==> config.mk <==
export PLATFORM = sky130hd
export DESIGN_NAME = qmm_mixer
export DESIGN_NICKNAME = d
export VERILOG_FILES = /design/src/sv/qmm_pkg.sv /design/src/sv/qmm_mixer.sv
export SDC_FILE = /design/constraint.sdc
export NUM_CORES = 1
export LEC_CHECK = 0
export CAP_MARGIN = 25
export CORE_MARGIN = 10
export CORE_UTILIZATION = 44
export DETAILED_ROUTE_END_ITERATION = 8
export DONT_BUFFER_PORTS = 1
export MAX_ROUTING_LAYER = met4
export PLACE_DENSITY = 0.62
export SYNTH_ARGS = -nofsm -noshare
export SYNTH_HDL_FRONTEND = slang
export SYNTH_SLANG_ARGS = --single-unit
==> constraint.sdc <==
create_clock -name vclk -period 15.3
set_clock_uncertainty 0.05 [all_clocks]
set_input_delay 2.295 -clock vclk [all_inputs]
set_output_delay 2.295 -clock vclk [all_outputs]
set_load 0.03 [all_outputs]
==> src/sv/qmm_pkg.sv <==
// Package of types, constants and register codes shared by the motor mixer files.
`default_nettype none

package qmm_pkg;

    // Number of non-bypass words that make up one averaging window (1 to 16).
    localparam int AVG_WINDOW = 10;

    // Widths fixed by the word formats.
    localparam int DRIVE_W = 16;
    localparam int SUM_W   = 20;
    localparam int AVG_W   = 20;
    localparam int CNT_W   = 4;
    localparam int MIX_W   = 19;

    // Division of sum * 16 by the window through a reciprocal multiply.
    // With the scaled sum below 2^24 and the rounding error below the window,
    // a shift of 28 makes the truncated quotient exact.
    localparam int DIV_SHIFT = 28;
    localparam int RECIP_W   = DIV_SHIFT + 1;
    localparam logic [RECIP_W-1:0] DIV_RECIP =
        RECIP_W'((64'd1 << DIV_SHIFT) + 64'(AVG_WINDOW) - 64'd1) / RECIP_W'(AVG_WINDOW);

    // Configuration register indexes.
    typedef enum logic [2:0] {
        REG_X_FORMATION     = 3'd0,
        REG_OVERRIDE_ENABLE = 3'd1,
        REG_OVERRIDE_M1     = 3'd2,
        REG_OVERRIDE_M2     = 3'd3,
        REG_OVERRIDE_M3     = 3'd4,
        REG_OVERRIDE_M4     = 3'd5,
        REG_IDLE_FLOOR      = 3'd6
    } reg_idx_t;

    typedef logic [3:0][DRIVE_W-1:0] drive_arr_t;
    typedef logic [3:0][SUM_W-1:0]   sum_arr_t;
    typedef logic [3:0][AVG_W-1:0]   avg_arr_t;

    // Configuration register set.
    typedef struct packed {
        logic       x_formation;
        logic       override_enable;
        drive_arr_t override_m;
        logic [DRIVE_W-1:0] idle_floor;
    } cfg_t;

    // One control command, laid out as on s_axis_tdata with thrust in the lowest bits.
    typedef struct packed {
        logic [15:0] yaw_cmd;
        logic [15:0] pitch_cmd;
        logic [15:0] roll_cmd;
        logic [15:0] thrust_cmd;
    } cmd_t;

endpackage

`default_nettype wire

==> src/sv/qmm_mixer.sv <==
// Combinational motor mixer: plus or X mixing, clamp, idle floor and override.
`default_nettype none

module qmm_mixer (
    input  var qmm_pkg::cmd_t       cmd,
    input  var qmm_pkg::cfg_t       cfg,
    output var qmm_pkg::drive_arr_t drive
);
    import qmm_pkg::*;

    logic signed [MIX_W-1:0] t_s;
    logic signed [MIX_W-1:0] r_s;
    logic signed [MIX_W-1:0] p_s;
    logic signed [MIX_W-1:0] y_s;
    logic signed [MIX_W-1:0] r_h;
    logic signed [MIX_W-1:0] p_h;
    logic signed [MIX_W-1:0] mix [4];
    logic [DRIVE_W-1:0] clamped [4];
    logic [DRIVE_W-1:0] floored [4];

    // Extend the commands; halve roll and pitch toward zero for X formation.
    always_comb
    begin
        t_s = {3'b000, cmd.thrust_cmd};
        r_s = {{3{cmd.roll_cmd[15]}}, cmd.roll_cmd};
        p_s = {{3{cmd.pitch_cmd[15]}}, cmd.pitch_cmd};
        y_s = {{3{cmd.yaw_cmd[15]}}, cmd.yaw_cmd};
        r_h = $signed(r_s + MIX_W'(cmd.roll_cmd[15])) >>> 1;
        p_h = $signed(p_s + MIX_W'(cmd.pitch_cmd[15])) >>> 1;
    end

    // Mixing matrix for the two formations.
    always_comb
    begin
        if (cfg.x_formation)
        begin
            mix[0] = t_s - r_h + p_h + y_s;
            mix[1] = t_s - r_h - p_h - y_s;
            mix[2] = t_s + r_h - p_h + y_s;
            mix[3] = t_s + r_h + p_h - y_s;
        end
        else
        begin
            mix[0] = t_s + p_s + y_s;
            mix[1] = t_s - r_s - y_s;
            mix[2] = t_s - p_s + y_s;
            mix[3] = t_s + r_s - y_s;
        end
    end

    // Clamp to the drive range, raise to the idle floor, or take the override.
    always_comb
    begin
        for (int i = 0; i < 4; i++)
        begin
            if (mix[i][MIX_W-1])
                clamped[i] = '0;
            else if (mix[i][MIX_W-2:DRIVE_W] != '0)
                clamped[i] = '1;
            else
                clamped[i] = mix[i][DRIVE_W-1:0];

            floored[i] = (clamped[i] < cfg.idle_floor) ? cfg.idle_floor : clamped[i];
            drive[i]   = cfg.override_enable ? cfg.override_m[i] : floored[i];
        end
    end

endmodule

`default_nettype wire

Yosys cells after proc, flatten, opt, wreduce, memory -nomap -nowiden
Index checks and enable logic that the tools add are counted.
- logic and storage cells: 45
- input port bits: 146
- register bits after elaboration: 0
- output and inout port bits: 64
- $add $sub $neg: 20
- $lt $le $gt $ge: 4
- multiplexer cells: 17
- reduce and logical (&&, ||, !) cells: 4
- operators with widths (cell ; count):
    16-bit 2-to-1 mux ; 16
    18-bit by 16-bit adder with 19-bit output ; 4
    76-bit 2-to-1 mux ; 1
    18-bit by 16-bit subtractor with 19-bit output ; 4
    16-bit less-than comparator ; 4
    17-bit by 16-bit adder with 18-bit output ; 3
    17-bit by 16-bit subtractor with 18-bit output ; 3
    19-bit by 16-bit adder with 19-bit output ; 2
    19-bit by 16-bit subtractor with 19-bit output ; 2
    16-bit by 2-bit adder with 17-bit output ; 2
    2-bit nonzero test ; 4

Depth between registers and ports, before layout
- depth in word-level cells: 11
- depth in mapped cells: 42
- mapped depth without buffers: 41

Worst setup path after synthesis
No wires, ideal clock.
- path type: in2out
- start: in cmd[31] in the netlist's numbering
- end: out drive[60] in the netlist's numbering
- data required time: 12.955 ns
- stages on the path: 41
- buffers on the path: 4
- slack: 2.282 ns
- arrival time: 10.673 ns
- path through: inv_1 nor2_1 ha_1 ha_1 fa_1 a21o_1 a21oi_1 o21bai_1 a21oi_1 nor2b_1 o21a_1 o31a_1 o41ai_1 o21bai_1 a21oi_1 xnor2_1 fa_1 buf_2 (+5 left out) o22ai_1 a22oi_1 o21ai_0 clkbuf_1 a21oi_1 ha_1 a21o_1 a21o_1 a21o_1 a21o_1 a21o_1 a21o_1 a21oi_1 o311a_1 buf_2 buf_2 mux2i_1 o21ai_0
- RTL lines (what ; RTL line ; source):
    from (decl) ; qmm_mixer.sv:5 ; input var qmm_pkg::cmd_t cmd,
    to (decl) ; qmm_mixer.sv:7 ; output var qmm_pkg::drive_arr_t drive

==> impl_summary.log <==
INFO  metric grt_pass1_wl = 99,300 um
INFO  metric grt_pass1_vias = 15,913
INFO  metric setup_total_negative_slack = 0 ps
INFO  metric yosysWarningCount = 0
INFO  metric global_route.peak_usage_layer = met2
INFO  metric fmax = 67.9 MHz
INFO  metric final_std_cell_area_no_fill = 17,500 um2
INFO  metric design.final.nets = 2,788
INFO  metric drtPass1Iterations = 6
INFO  metric initial_utilization = 44.7%
INFO  metric tightest_slew = 1080 ps
INFO  metric top_level_pins = 210
INFO  metric number_of_buffers_inserted_for_hold_repair_after_clock_tree_synthesis = 0
INFO  metric grt_util_met1 = 36.4%
INFO  metric synth.net_count = 2,754
INFO  metric critPathSlowestCell = sky130_fd_sc_hd__a31oi_4
INFO  metric largest_stage_delay_on_the_critical_path = 650 ps
INFO  metric unrepaired_setup_endpoints_after_global_routing = no
INFO  metric hold_viol = 0
INFO  metric synth_seq_area_share = 0%
INFO  metric share_of_final_layout_standard_cells_stronger_than_drive_strength_1 = 4.93%
INFO  metric cellPowerDensity = 140 nW/um2
INFO  metric antenna_cells_inserted = 0
INFO  metric maxSlewHeadroom = 26.0%
INFO  metric cts_resized = 0
INFO  metric worstPathArrival = 12,370 ps
INFO  metric detailed_place.area = 17,400 um2
INFO  metric floorplan.die.width = 213 um
INFO  metric seq_cell_count = 0
INFO  metric timing.critical_path.required = 12,960 ps
INFO  metric seq_area = 0 um2
INFO  metric peakVddDrop = 47.7 uV
INFO  metric floorplan.die_area = 45,400 um2
INFO  metric netlist_instances = 2,220
INFO  metric worst_setup_path_startpoint = cmd[31]
INFO  metric finish.utilization = 47.6%
INFO  metric grt.met3_usage = 3.02%
INFO  metric drc = 0
INFO  metric io_buffers = 0
INFO  metric maximum_number_of_pins_on_one_net_before_global_route_repair = 109
INFO  metric drt-wirelength-per-cell = 24.7 um
INFO  metric holdWs = 4780 ps
INFO  metric layout_worst_path_cycle_share = 96.2%
INFO  metric grt.total_usage = 29.4%
INFO  metric post-cts-setup-buffer-count = 0
INFO  metric yosys.cell_types.count = 82
INFO  metric gp_congestion = 1.02
INFO  metric crit_path_start_kind = input port
INFO  metric grt_antenna_before_repair = 0
INFO  metric place_hpwl = 59,200 um
INFO  metric drt-vias-per-instance = 6.09
INFO  metric routed_wirelength = 67,300 um
INFO  metric flow.area_growth_from_synthesis = 6.48%
INFO  metric critPathMaxFanout = 26
INFO  metric hold_path_startpoint = cfg[80]
INFO  metric slew_violations = 0
INFO  metric core = 36,700 um2
INFO  metric final.clkbuf_count = 0
INFO  metric gr-usage-met2 = 50.1%
INFO  metric route.vias.total = 16,575
INFO  metric drv.max_cap_violation_count = 0
INFO  metric critical-path-top-cell-by-count = sky130_fd_sc_hd__a21o_1
INFO  metric layout_min_cycle_time = 14,720 ps
INFO  metric route.antenna.remaining_nets = 0
INFO  metric setup_violations = 0
INFO  metric worstHoldPathType = in2out
INFO  metric path_class = in2out
INFO  metric syn_avg_cell_area = 7.38 um2
INFO  metric cellLeakagePower = 0.00838 uW
INFO  metric globalRoute.totalOverflow = 0
INFO  metric end_kind = output port
INFO  metric total_power = 2450 uW
INFO  metric first_iter_violations = 1,505
INFO  metric post_synth_instance_area = 16,400 um2
INFO  metric rows = 70
INFO  metric die_h = 213 um
INFO  metric status = complete, no violations
final timing paths:
| check | depth (start not counted) | to |
|---|---|---|
| hold / removal | 2 | drive[54] |
| setup / recovery | 41 | drive[29] |
final cells by class:
type                       count  area [um2]
fill                        3805       19200
multi-input combinational   1830       14900
tap                          468         586
inverter                     335        1260
timing repair buffer          87         691
cell usage in the layout, fill, tap and decap left out, drive strengths merged, types with 71 or more instances in the layout:
master,n
xnor2,129
inv,334
a21o,71
fa,144
o21ai,129
nand2,145
ha,244
buf,87
a21oi,166
nor2,173
where the power goes:
| part | switching (uW) | internal [uW] |
|---|---|---|
| sequential | 0 | 0 |
| clock | 0 | 0 |
| combinational | 1540 | 906 |
critical path, delay by kind of cell:
kind            cells  cell delay, ps
compound gates     20            4620
xor+xnor            1             180
fa+ha+maj           5            1780
buf+inv             5             780
mux                 3             870
simple gates        7            1840
logic make-up after synthesis:
kind of cell,count (synthesis),share of synthesized area (%)
fa+ha+maj,396,36.7
xor+xnor,175,9.35
mux,34,2.11
compound gates,641,25.8
simple gates,584,17.0
buf+inv,390,9.02
through the flow:
| step | instances | setup slack (ps) |
|---|---|---|
| 2_1_floorplan | 2220 | 2280 |
| 3_3_place_gp | 2719 | 892 |
| 3_5_place_dp | 2719 | 736 |
| 4_1_cts | 2719 | 719 |
| 5_1_grt | 2720 | 0.315 |
| 6_report | 2720 | 583 |
per-layer routing:
layer | share of wire (%) | vias up
met4 | 3.2 | 0
met3 | 7.3 | 84
met2 | 48 | 641
met5 | 0 | -
met1 | 41 | 8076
li1 | - | 7774
synthesized netlist by cell type (30+ instances only):
cell,instances,area [um2]
sky130_fd_sc_hd__nand3_1,45,225
sky130_fd_sc_hd__xor2_1,46,403
sky130_fd_sc_hd__o21ai_0,127,636
sky130_fd_sc_hd__nor2_1,173,649
sky130_fd_sc_hd__nor3_1,52,260
sky130_fd_sc_hd__a211oi_1,42,315
sky130_fd_sc_hd__fa_1,144,2880
sky130_fd_sc_hd__nand2_1,145,544
sky130_fd_sc_hd__ha_1,244,3050
sky130_fd_sc_hd__inv_1,332,1250
sky130_fd_sc_hd__xnor2_1,129,1130
sky130_fd_sc_hd__a21oi_1,166,831
sky130_fd_sc_hd__a21o_1,71,533
sky130_fd_sc_hd__clkbuf_1,43,161
sky130_fd_sc_hd__o211ai_1,34,255
sky130_fd_sc_hd__mux2i_1,30,300
Power figures use the tool's default switching activity.
